$ cat config.mk
export PLATFORM = sky130hd
export DESIGN_NAME = p1305_ctrl
export DESIGN_NICKNAME = d
export VERILOG_FILES = /design/src/sv/p1305_pkg.sv /design/src/sv/p1305_ctrl.sv
export SDC_FILE = /design/constraint.sdc
export NUM_CORES = 1
export LEC_CHECK = 0
export BUFFER_PORTS_ARGS = -buffer_cell sky130_fd_sc_hd__buf_4
export CAP_MARGIN = 20
export CORE_UTILIZATION = 30
export CTS_CLUSTER_DIAMETER = 200
export DETAILED_ROUTE_END_ITERATION = 16
export PLACE_DENSITY_LB_ADDON = 0.25
export SETUP_SLACK_MARGIN = 0.1
export SYNTH_ARGS = -nofsm -noshare
export SYNTH_HDL_FRONTEND = slang
export SYNTH_SLANG_ARGS = --single-unit
$ cat constraint.sdc
create_clock -name i_clk -period 3.64 [get_ports i_clk]
set_clock_uncertainty 0.15 [all_clocks]
set_input_delay 1.092 -clock i_clk [delete_from_list [all_inputs] [get_ports i_clk]]
set_output_delay 1.092 -clock i_clk [all_outputs]
set_load 0.005 [all_outputs]
$ cat src/sv/p1305_pkg.sv
// ----------------------------------------------------------------------------
// p1305_pkg
// Shared types and constants for the Poly1305 tag block.
// ----------------------------------------------------------------------------
`default_nettype none

package p1305_pkg;

    localparam int LIMB_W = 26;
    localparam int NLIMB  = 5;

    // configuration register indexes
    localparam logic [1:0] REG_R_LOW  = 2'd0;
    localparam logic [1:0] REG_R_HIGH = 2'd1;
    localparam logic [1:0] REG_S_LOW  = 2'd2;
    localparam logic [1:0] REG_S_HIGH = 2'd3;

    localparam logic [63:0] CLAMP_LOW  = 64'h0ffffffc0fffffff;
    localparam logic [63:0] CLAMP_HIGH = 64'h0ffffffc0ffffffc;

    typedef struct packed {
        logic       load;      // take block, form h = acc + t
        logic       mac;       // one product column
        logic [2:0] col;       // column index 0..4
        logic       norm;      // carry pass over the columns
        logic       fin;       // final reduce, add s, clear acc
    } t_cmd;

endpackage

`default_nettype wire

$ cat src/sv/p1305_ctrl.sv
// ----------------------------------------------------------------------------
// p1305_ctrl
// Sequencer: load, five product columns, carry pass, optional finish.
// ----------------------------------------------------------------------------
`default_nettype none

module p1305_ctrl (
    input  wire logic            i_clk,
    input  wire logic            i_rst_n,
    input  wire logic            i_in_valid,
    input  wire logic [4:0]      i_in_len,
    input  wire logic            i_in_last,
    input  wire logic            i_out_ready,
    output logic                 o_in_ready,
    output logic                 o_out_valid,
    output p1305_pkg::t_cmd      o_cmd
);

    localparam logic [1:0] ST_IDLE = 2'd0;
    localparam logic [1:0] ST_MAC  = 2'd1;
    localparam logic [1:0] ST_NORM = 2'd2;
    localparam logic [1:0] ST_FIN  = 2'd3;

    logic [1:0] r_state, n_state;
    logic [2:0] r_col, n_col;
    logic       r_last, n_last;
    logic       r_ovalid, n_ovalid;
    logic       acc;

    assign o_in_ready  = (r_state == ST_IDLE);
    assign acc         = i_in_valid && o_in_ready;
    assign o_out_valid = r_ovalid;

    always_comb begin
        n_state  = r_state;
        n_col    = r_col;
        n_last   = r_last;
        n_ovalid = r_ovalid && !i_out_ready;
        o_cmd    = '0;
        o_cmd.col = r_col;
        case (r_state)
            ST_IDLE: begin
                if (acc) begin
                    n_last = i_in_last;
                    if (i_in_len != 5'd0) begin
                        o_cmd.load = 1'b1;
                        n_state = ST_MAC;
                        n_col = 3'd0;
                    end else if (i_in_last) begin
                        n_state = ST_FIN;
                    end
                end
            end
            ST_MAC: begin
                o_cmd.mac = 1'b1;
                if (r_col == 3'd4) begin
                    n_col = 3'd0;
                    n_state = ST_NORM;
                end else begin
                    n_col = r_col + 3'd1;
                end
            end
            ST_NORM: begin
                o_cmd.norm = 1'b1;
                n_state = r_last ? ST_FIN : ST_IDLE;
            end
            ST_FIN: begin
                // finish waits until the previous tag has been taken
                if (!r_ovalid || i_out_ready) begin
                    o_cmd.fin = 1'b1;
                    n_ovalid = 1'b1;
                    n_state = ST_IDLE;
                end
            end
            default: n_state = ST_IDLE;
        endcase
    end

    always_ff @(posedge i_clk) begin
        if (!i_rst_n) begin
            r_state  <= ST_IDLE;
            r_col    <= '0;
            r_last   <= 1'b0;
            r_ovalid <= 1'b0;
        end else begin
            r_state  <= n_state;
            r_col    <= n_col;
            r_last   <= n_last;
            r_ovalid <= n_ovalid;
        end
    end

    a_col_range: assert property (@(posedge i_clk) disable iff (!i_rst_n)
        r_state == ST_MAC |-> r_col <= 3'd4) else $error("column out of range");
    a_no_accept_busy: assert property (@(posedge i_clk) disable iff (!i_rst_n)
        r_state != ST_IDLE |-> !o_in_ready) else $error("ready while busy");
    a_fin_valid: assert property (@(posedge i_clk) disable iff (!i_rst_n)
        r_state == ST_FIN |=> r_ovalid) else $error("tag not raised");

endmodule

`default_nettype wire

==> summary.txt, run 1 <==
Route
  – WL met1: approximately 490 µm
  – Post-route antenna net violation count: 0
  – Drt wl/cell: 10.2 µm
  – Final wirelength: around 950 µm
  – Via Count: roughly 440
  – Routed wl met3: 69 µm
  – Met2 Wirelength: 390 µm
  – Highest metal used: met4
  – Drt first pass iters: 2
  – DRC viols: 0
  – Iter 0 DRT Violations: 3
  – Vias/cell: 4.71

Global routing
  – Antenna violations before repair: 0
  – First-pass GRT wire length: 1520 µm
  – GRT Residual Overflow: 0
  – Largest net degree at the start of global routing: 14
  – GRT Util Overall: 11.3%
  – Vias in the first global route: 370

Status
  – Outcome: complete, no violations

Yosys
  – Post-Synth Adder-Cell Area: 5.21%
  – Complex-gate fraction of the synthesized area: 24.5%
  – Multiplexer area fraction after synthesis: 2.08%
  – Synth Area in XOR/XNOR: 0%
  – Mean Syn Cell Area: roughly 8.4 µm²
  – Post-Synth Simple-Gate Area: 32.0%
  – Yosys cell types: 26
  – Yosys reg bits: 7
  – Syn Nets: 69
  – EDFF count, synth: 0
  – Yosys top cell area share: 29.2%
  – Ranking of synthesized cells by area: dfxtp_1, nand2_1, nor2_1
  – Leading area contributor after synthesis: dfxtp_1
  – Main synth FF type: dfxtp_1
  – Ys async rst share: 0%
  – Yosys warnings: 0
  – Largest family of logic cells by synthesized area: simple AND/OR/NAND/NOR gates
  – Synth Cell Area: 480 µm²
  – Post-Syn Instances: between 50 and 60
  – Sequential element share of the synthesized area: 29.2%

Setup path
  – CP endpoint kind: output pin
  – Critical Path AT: 1.69 ns
  – Crit path max-delay family: buffers and inverters
  – CP max stage delay: 0.25 ns
  – Crit-path slowest cell: nor3_2
  – Critical path origin: i_in_len[1]
  – Buf/Inv on CP: 2
  – CP Class: input port to output pin
  – Crit path depth: 4
  – CP Max Fanout: 3
  – Worst R2R Setup Slack: 2.12 ns
  – Cell mode on critical path: buf_4
  – FF-to-FF path depth: 4
  – Worst R2R Start: r_state[0]$_SDFFE_PN0P_
  – Crit path cell chain: buf_4, nor3_2, a21oi_1, buf_4
  – Worst setup SP type: input port
  – Critical path required time: 2.40 ns

Clocking
  – CTS sink cnt: 7
  – Num CTS Buffers: 3
  – Post-CTS resize count: 0
  – Max clock buf depth: 2
  – CTS root buf: clkbuf_4
  – Post-CTS Hold Fix Bufs: 0
  – Total setup buffers inserted after CTS: 0
  – Clock-pin slew on the worst setup and hold paths: 0.05 ns
  – Worst skew pair latency: 0.25 ns
  – CTS tree: done
  – H-Tree Level Count: 1

Placement
  – Post-DP HPWL: 701 µm
  – # placed instances: 89
  – Routability cong.: 0.697
  – Port buffer count: 18

Floorplanning
  – Die height: 42.0 µm
  – IO Pins: 19
  – Die ar.: 1770 µm²
  – Die X: 42.0 µm
  – Initial Util: 31.9%
  – Core Region: ~1500 µm²
  – # rows: 14

Min path
  – Hold path cells: 2
  – Min-Delay Path Class: flip-flop to flip-flop
  – HP Start: r_col[1]$_SDFFE_PN0P_

Pwr
  – Sw Share: between 20 and 30%
  – Sequential share of power: 42.4%
  – Clock share of power: 31.7%
  – Pleak: ~0.29 nW
  – Logic pwr share: 25.9%
  – Net switching power: 64.0 µW
  – Internal Pwr Total: 158 µW
  – Worst VDD drop: 0.181 mV
  – Power per cell area: about 350 nW/µm²

Cells and area
  – Layout area overhead: 33.1%
  – Non-Filler Instances: 93
  – Layout cells sized above 1: between 30% and 40%
  – Final Net Count: 90
  – Diodes inserted: 0

STA
  – Min Hold Slack: around 0.34 ns
  – Final Hold Viols: 0
  – Max Fclk: between 300 and 400 MHz
  – Slew @ Worst Pin: 0.448 ns
  – Final setup vio count: 0
  – Unrepaired setup endpoints after global routing: no
  – Post-route setup TNS: 0 ns
  – Post-layout min period: between 2 and 3 ns
  – Slew Limit Fails: 0
  – Period utilization: between 80% and 90%
  – Worst slew margin: 70.1%

Flow run
  – Max cap viols: 0
per-stage QoR:
stage	total power, mW	utilization, %	instance area (µm²)	setup slack, ns
final	0.221	42.4	639	0.704
after global routing	0.238	42.4	639	0.639
after CTS	0.227	42.4	639	0.690
after floorplan	0.131	-	480	0.975
after detailed placement	0.154	40.7	613	0.690
after global placement	0.154	40.7	613	0.722
flip-flops by register name, indices dropped and copies added, names as in the netlist:
register	cells
o_out_valid	1
r_last	1
r_state	2
r_col	3
worst register-to-register path, stage by stage (launching register included):
cell	delay (ns)
dfxtp_1	0.56
nor3_1	0.13
a211oi_2	0.36
nand2b_1	0.15
a21boi_1	0.06
worst paths after layout:
check	end
worst max-delay path	o_cmd[6]
worst min-delay path	r_col[1]$_SDFFE_PN0P_
worst max register to register	r_col[2]$_SDFFE_PN0P_
worst min register to register	r_col[1]$_SDFFE_PN0P_
power groups by stage:
| stage | logic (mW) | clock network, mW | registers, mW |
|---|---|---|---|
| 6_report | 0.0574 | 0.0701 | 0.0940 |
| 5_1_grt | 0.0634 | 0.0794 | 0.0955 |
| 4_1_cts | 0.0584 | 0.0751 | 0.0938 |
| 3_5_place_dp | 0.0582 | 0 | 0.0955 |
| 3_3_place_gp | 0.0580 | 0 | 0.0956 |
| 2_1_floorplan | 0.0422 | 0 | 0.0891 |
final cells by class:
type | count | area, µm²
well taps | 16 | 20.0
repair buffers | 18 | 135
flip-flops and latches | 7 | 140
inverters | 3 | 11.3
fillers | 175 | 867
multi-input cells | 45 | 307
clock buffers | 4 | 26.3
cells in the final DEF (no fill, tap or decap), types with 3 or more instances in the layout:
cell type,synthesis,final
inv_1,3,3
nor2b_1,4,4
nor2_1,7,7
nand2_1,8,8
o21ai_1,3,3
buf_4,0,18
clkbuf_4,0,3
dfxtp_1,7,7
kinds of logic after synthesis:
kind of cell	after synthesis
buf+inv	5
fa+ha+maj	2
compound gates	15
simple gates	27
mux	1
flops	7
cell usage after synthesis, types with 2 or more instances:
cell      instances
nor2_1            7
nand2_1           8
dfxtp_1           7
buf_6             2
nor2b_1           4
inv_1             3
a211oi_2          2
a21oi_1           2
o21ai_1           3
ha_1              2
nand2b_1          2
routing by layer:
| layer | up-vias | global-route usage [%] |
|---|---|---|
| met5 | - | 0 |
| met4 | 0 | 5.63 |
| met3 | 2 | 3.02 |
| met2 | 16 | 15.0 |
| met1 | 185 | 16.7 |
| li1 | 235 | - |
(Power assumes the default switching activity.)
==> run 2: changes to the inputs <==
- ABC_AREA: not set -> 1
- clock period: 3.64 -> 2.4 ns (I/O delays scaled with it)
==> run 2 against run 1 <==
Combinational power rose to 4.1 times the previous value. Critical path type unchanged. Count of clock-buffer cells in the layout unchanged. Design area down 4.1%. Wire length down 4.7%. Non-clock buffer count unchanged. Core utilization up 4.1 points. First-iteration DRC count unchanged.
==> summary.txt, run 2 <==
Status
  – Outcome: complete, no violations

Route
  – Vias/cell: 4.44 (-5.8%)
  – Iter 0 DRT Violations: 3 (unchanged)
  – DRC viols: 0 (unchanged)
  – Met2 Wirelength: 420 µm (+7.7%)
  – Post-route antenna net violation count: 0 (unchanged)
  – WL met1: 422 µm (-13%)
  – Drt wl/cell: 8.40 µm (-18%)
  – Via Count: 479 (+9.4%)
  – Routed wl met3: 64 µm (-7.2%)
  – Highest metal used: met3
  – Final wirelength: 907 µm (-4.7%)
  – Drt first pass iters: 3 (+1)

Clocking
  – Post-CTS resize count: 0 (unchanged)
  – Clock-pin slew on the worst setup and hold paths: 0.05 ns (about the same)
  – Worst skew pair latency: 0.25 ns (about the same)
  – Num CTS Buffers: 3 (unchanged)
  – Max clock buf depth: 2 (unchanged)
  – Total setup buffers inserted after CTS: 0 (unchanged)
  – Post-CTS Hold Fix Bufs: 0 (unchanged)
  – CTS root buf: clkbuf_4
  – H-Tree Level Count: 1 (unchanged)
  – CTS sink cnt: 7 (unchanged)
  – CTS tree: done

STA
  – Worst slew margin: 84.6% (+15 points)
  – Max Fclk: ~460 MHz
  – Final setup vio count: 0 (unchanged)
  – Post-route setup TNS: 0 ns (unchanged)
  – Setup WS post-layout: 0.244 ns (-0.460 ns)
  – Final Hold Viols: 0 (unchanged)
  – Period utilization: 89.8%
  – Slew Limit Fails: 0 (unchanged)
  – Unrepaired setup endpoints after global routing: no
  – Slew @ Worst Pin: 0.230 ns (-0.218 ns)
  – Post-layout min period: 2.16 ns

Yosys
  – Syn Nets: 83 (+20%)
  – Ys async rst share: 0% (unchanged)
  – Sequential element share of the synthesized area: 32.4% (+3.2 points)
  – EDFF count, synth: 0 (unchanged)
  – Top-count cell post-synth: nand2_1
  – Post-Syn Instances: 71 (+25%)
  – Yosys cell types: 14 (-46%)
  – Yosys top cell area share: 32.4% (+3.2 points)
  – Yosys warnings: 0 (unchanged)
  – Leading area contributor after synthesis: dfxtp_1
  – Yosys reg bits: 7 (unchanged)
  – Main synth FF type: dfxtp_1
  – Synth Cell Area: 433 µm² (-9.9%)
  – Mean Syn Cell Area: 6.10 µm² (-28%)
  – Commonest cells post-synth: nand2_1, inv_1, nor2_1
  – Ranking of synthesized cells by area: dfxtp_1, nand2_1, inv_1

Global routing
  – Largest net degree at the start of global routing: 7 (-7)
  – Antenna violations before repair: 0 (unchanged)
  – First-pass GRT wire length: 1410 µm (-7.2%)
  – GRT Residual Overflow: 0 (unchanged)
  – Vias in the first global route: 404 (+9.2%)
  – GRT Util Overall: 13.8% (+2.5 points)

Setup path
  – Critical path required time: 1.53 ns (-0.87 ns)
  – Critical Path AT: 1.29 ns (-0.40 ns)
  – CP endpoint kind: output pin
  – Crit-path slowest cell: o21ai_0
  – Cell mode on critical path: buf_4
  – CP Max Fanout: 2 (-1)
  – CP Class: input port to output pin
  – Buf/Inv on CP: 3 (+1)
  – Worst setup SP type: input port
  – CP max stage delay: 0.13 ns (-0.12 ns)
  – Crit path max-delay family: buffers and inverters
  – Crit path cell chain: buf_4, nor2_1, nand2_1, o21ai_0, inv_1, buf_4

Placement
  – Placement Cell Area: 587 µm² (-4.3%)
  – Post-Place Setup Slack: 0.232 ns (-0.459 ns)
  – Routability cong.: 0.806 (+16%)
  – Port buffer count: 18 (unchanged)
  – Post-DP HPWL: 792 µm (+13%)

Floorplanning
  – Core Region: 1320 µm² (-13%)
  – Die X: 40.0 µm (-4.8%)
  – Initial Util: 32.9% (+0.96 points)
  – Die height: 40.0 µm (-4.8%)
  – IO Pins: 19 (unchanged)
  – Die ar.: 1600 µm² (-9.5%)
  – # rows: 13 (-1)

Cells and area
  – Most frequent cells in the layout: nand2_1, buf_4, inv_1
  – Fin util: 46.5% (+4.1 points)
  – Most common cell after layout, fill and taps aside: nand2_1
  – Largest register FFs: 3 (unchanged)
  – Largest Register: r_col
  – Final Net Count: 106 (+18%)
  – Layout area overhead: 41.6%
  – Diodes inserted: 0 (unchanged)
  – Leading registers by flop count: r_col x3, r_state x2
  – Final instance area: 613 µm² (-4.1%)
  – Layout cells sized above 1: 30.1% (-6.3 points)

Pwr
  – Power per cell area: 827 nW/µm² (+140%)
  – Worst VDD drop: 0.313 mV (+73%)
  – Tot Pwr: 507 µW (+130%)
  – Pleak: 0.342 nW (+19%)

Flow run
  – Max cap viols: 0 (unchanged)

Min path
  – Min-Delay Path Class: flip-flop to flip-flop
## run 2: cell types whose count changed after synthesis, sizes merged, moves of 2 or more
cell,previous run,this run
nand2b,2,0
nand2,8,23
buf,2,0
a21oi,3,7
nor2b,4,0
nor2,7,11
a211oi,3,0
inv,3,14
a21boi,3,0
nor3,2,0
nand3,1,3
## run 2: final cells by class
class	instances	area [µm²]
Fill cell	146	704
Multi-Input combinational cell	50	240
Sequential cell	7	140
Timing Repair Buffer	18	135
Inverter	14	52.6
Clock buffer	4	26.3
Tap cell	15	18.8
## run 2: cells by family after synthesis
kind of cell | synth area share [%]
AO/OA/AOI/OAI | 10.4
buffers and inverters | 12.1
flip-flops | 32.4
AND/OR/NAND/NOR | 39.3
adder cells (fa/ha/maj) | 5.78
## run 2: path summary, 6_finish.rpt
check        depth (start not counted)  slack (ns)                      end             startpoint
max reg2reg                         10        1.01  r_state[1]$_SDFFE_PN0P_  r_col[0]$_SDFFE_PN0P_
max                                  6        0.24                 o_cmd[6]            i_in_len[1]
min                                  2        0.35    r_col[1]$_SDFFE_PN0P_  r_col[1]$_SDFFE_PN0P_
min reg2reg                          2        0.35    r_col[1]$_SDFFE_PN0P_  r_col[1]$_SDFFE_PN0P_
## run 2: power by group
group          internal (mW)  leakage [nW]  switching [mW]
sequential             0.140        0.0573          0.0290
combinational          0.108         0.270           0.127
clock                 0.0632        0.0150          0.0395
total                  0.312         0.342           0.195
## run 2: per-stage QoR
| stage | instances | hold slack, ns |
|---|---|---|
| after floorplan | 71 | 0.334 |
| after global routing | 108 | 0.370 |
| after detailed placement | 104 | 0.351 |
| after global placement | 104 | 0.343 |
| final | 108 | 0.354 |
| after CTS | 108 | 0.357 |
## run 2: routing by layer
metal	vias to the layer above	track usage, %
met2	15	23.0
met3	0	10.0
met5	-	0
met1	206	14.0
li1	258	-
met4	0	2.59
## run 2: worst register-to-register path, stage by stage (launching register included)
cell	delay, ns
dfxtp_1	0.37
inv_1	0.08
ha_1	0.19
nand2_1	0.08
nand3_1	0.09
nand2_1	0.09
nor2_2	0.04
nand2_2	0.07
nand2_1	0.05
nand2_1	0.05
nor2_1	0.03
==> run 3: changes to the inputs <==
- clock period: 2.4 -> 1.8 ns (I/O delays scaled with it)
==> run 3 against run 2 <==
Wire length increased by 21%. Sequential power rose by 37%. Critical path depth unchanged. Clock power rose by 36%. Sequential share of layout area is 2.4 points lower. Hold slack worse by 0.017 ns. Non-clock buffer count rose by 5. Via count increased by 6.3%. Critical path type unchanged. Critical endpoint unchanged. Largest cell class unchanged. Largest power group unchanged. Highest routed layer unchanged.
==> summary.txt, run 3 (synthesized netlist as in run 2, its figures left out) <==
Route
  – Drt wl/cell: 9.75 µm (+16%)
  – DRC viols: 0 (unchanged)
  – Post-route antenna net violation count: 0 (unchanged)
  – Routed wl met3: 56 µm (-13%)
  – Via Count: 509 (+6.3%)
  – Iter 0 DRT Violations: 5 (+2)
  – Drt first pass iters: 4 (+1)
  – Met2 Wirelength: 639 µm (+52%)
  – Final wirelength: 1100 µm (+21%)
  – Vias/cell: 4.50 (+1.6%)
  – Highest metal used: met3
  – WL met1: 406 µm (-3.8%)

Placement
  – Post-DP HPWL: 778 µm (-1.8%)
  – Port buffer count: 18 (unchanged)
  – Routability cong.: 0.816 (+1.2%)

Pwr
  – Worst VDD drop: 0.499 mV (+60%)
  – Sequential share of power: 31.0% (-2.4 points)
  – Power per cell area: 1050 nW/µm² (+27%)
  – Clock share of power: 18.7% (-1.5 points)
  – Sw Share: 39.3% (+0.79 points)
  – Internal Pwr Total: 454 µW (+46%)
  – Logic pwr share: 50.3% (+3.9 points)
  – Tot Pwr: 748 µW (+48%)
  – Net switching power: 294 µW (+51%)
  – Pleak: 0.374 nW (+9.4%)

STA
  – Final setup vio count: 0 (unchanged)
  – Worst slew margin: 88.6% (+3.9 points)
  – Max Fclk: 560 MHz
  – Slew @ Worst Pin: 0.172 ns (-0.0589 ns)
  – Period utilization: 99.3%
  – Final Hold Viols: 0 (unchanged)
  – Slew Limit Fails: 0 (unchanged)
  – Unrepaired setup endpoints after global routing: yes
  – Post-layout min period: 1.79 ns

Setup path
  – Critical path required time: 1.11 ns (-0.42 ns)
  – Critical Path AT: 1.10 ns (-0.19 ns)
  – Crit path to: o_cmd[6]
  – CP endpoint kind: output pin
  – Critical path origin: i_in_len[0]
  – FF-to-FF path depth: 10 (unchanged)
  – CP Class: input port to output pin
  – Worst R2R Setup Slack: 0.41 ns (-0.60 ns)
  – CP Max Fanout: 2 (unchanged)
  – Worst setup SP type: input port
  – R2r endpoint: r_state[1]$_SDFFE_PN0P_
  – Worst R2R Start: r_col[0]$_SDFFE_PN0P_

Global routing
  – First-pass GRT wire length: 1590 µm (+12%)
  – Antenna violations before repair: 0 (unchanged)
  – Largest net degree at the start of global routing: 6 (-1)
  – GRT Residual Overflow: 0 (unchanged)
  – GRT Util Overall: 14.9% (+1.1 points)
  – Vias in the first global route: 441 (+9.2%)

Cells and area
  – Most frequent cells in the layout: buf_4, nand2_1, inv_1
  – Layout cells sized above 1: 51.0% (+21 points)
  – Fin util: 53.9% (+7.4 points)
  – Layout area overhead: 64.2%
  – Diodes inserted: 0 (unchanged)
  – Most common cell after layout, fill and taps aside: buf_4
  – Largest Register: r_col
  – Final Net Count: 111 (+4.7%)
  – Leading registers by flop count: r_col x3, r_state x2
  – Largest register FFs: 3 (unchanged)

Flow run
  – Max cap viols: 0 (unchanged)

Clocking
  – H-Tree Level Count: 1 (unchanged)
  – CTS tree: done
  – Max clock buf depth: 2 (unchanged)
  – CTS root buf: clkbuf_4
  – CTS sink cnt: 7 (unchanged)
  – Num CTS Buffers: 3 (unchanged)
  – Worst skew pair latency: 0.25 ns (about the same)
  – Clock-pin slew on the worst setup and hold paths: 0.05 ns (about the same)

Floorplanning
  – Core Region: 1320 µm² (unchanged)
  – Die ar.: 1600 µm² (unchanged)
  – # rows: 13 (unchanged)
  – Die height: 40.0 µm (unchanged)
  – Initial Util: 32.9% (unchanged)
  – Die X: 40.0 µm (unchanged)
  – IO Pins: 19 (unchanged)

Status
  – Outcome: complete, no violations

Min path
  – Min-Delay Path Class: input port to flip-flop
run 3: cell types whose count changed in the layout (fill, tap and decap cells not counted), moves of 2 or more:
cell,delta
buf_4,+2
nand2_2,+5
inv_1,-4
inv_2,+4
nor2_1,-2
buf_6,+3
nor2_4,+2
dfxtp_1,-2
nand2_1,-6
run 3: repair_timing:
action | 4_1_cts | 5_1_grt
setup buffers | 4 | 0
setup endpoints to repair | 4 | 9
gates resized for setup | 6 | 18
hold buffers | 0 | 0
pin swaps | 4 | 5
hold endpoints to repair | 0 | 0
run 3: worst min-delay path by stage:
stage                       endpoint                  start  depth (start not counted)  slack (ns)
5_1_grt          r_last$_SDFFE_PN0P_             i_in_valid                          2        0.33
6_report         r_last$_SDFFE_PN0P_             i_in_valid                          2        0.34
3_5_place_dp   r_col[0]$_SDFFE_PN0P_  r_col[0]$_SDFFE_PN0P_                          2        0.35
3_3_place_gp   r_col[0]$_SDFFE_PN0P_  r_col[0]$_SDFFE_PN0P_                          2        0.34
2_1_floorplan  r_col[1]$_SDFFE_PN0P_  r_col[1]$_SDFFE_PN0P_                          2        0.33
4_1_cts          r_last$_SDFFE_PN0P_             i_in_valid                          2        0.33
run 3: critical path: stages:
cell and delay [ns]:
buf_6 0.10, nor2_4 0.09, nand2_2 0.07, o21ai_2 0.13
inv_1 0.06, buf_6 0.11
run 3: area by class of cell:
cell class                 count  area [µm²]
clock buffer                   3        22.5
timing repair buffer          23         184
tap                           15        18.8
fill                         128         607
inverter                      14        52.6
sequential                     7         145
clock inverter                 1        5.00
multi-input combinational     50         283
run 3: per-layer routing:
layer  vias to the layer above  track usage [%]
met5                         -                0
met4                         0             2.59
met3                         0             8.33
met2                        15             26.6
met1                       223             15.1
li1                        271                -
run 3: per-stage QoR:
step / setup slack, ns / instances / hold WS [ns] / cell area, µm² / setup TNS, ns
3_3_place_gp: -0.00263 / 105 / 0.343 / 594 / -0.00263
5_1_grt: -0.0129 / 113 / 0.333 / 711 / -0.0129
3_5_place_dp: -0.00986 / 105 / 0.347 / 594 / -0.00986
4_1_cts: 0.0339 / 113 / 0.328 / 666 / 0
2_1_floorplan: 0.245 / 71 / 0.334 / 433 / 0
6_report: 0.0130 / 113 / 0.337 / 711 / 0
run 3: power groups by stage:
stage	Sequential, mW	Combinational (mW)	Clock [mW]
6_report	0.232	0.376	0.140
5_1_grt	0.240	0.418	0.155
4_1_cts	0.229	0.345	0.145
3_5_place_dp	0.229	0.314	0
3_3_place_gp	0.231	0.317	0
2_1_floorplan	0.224	0.195	0
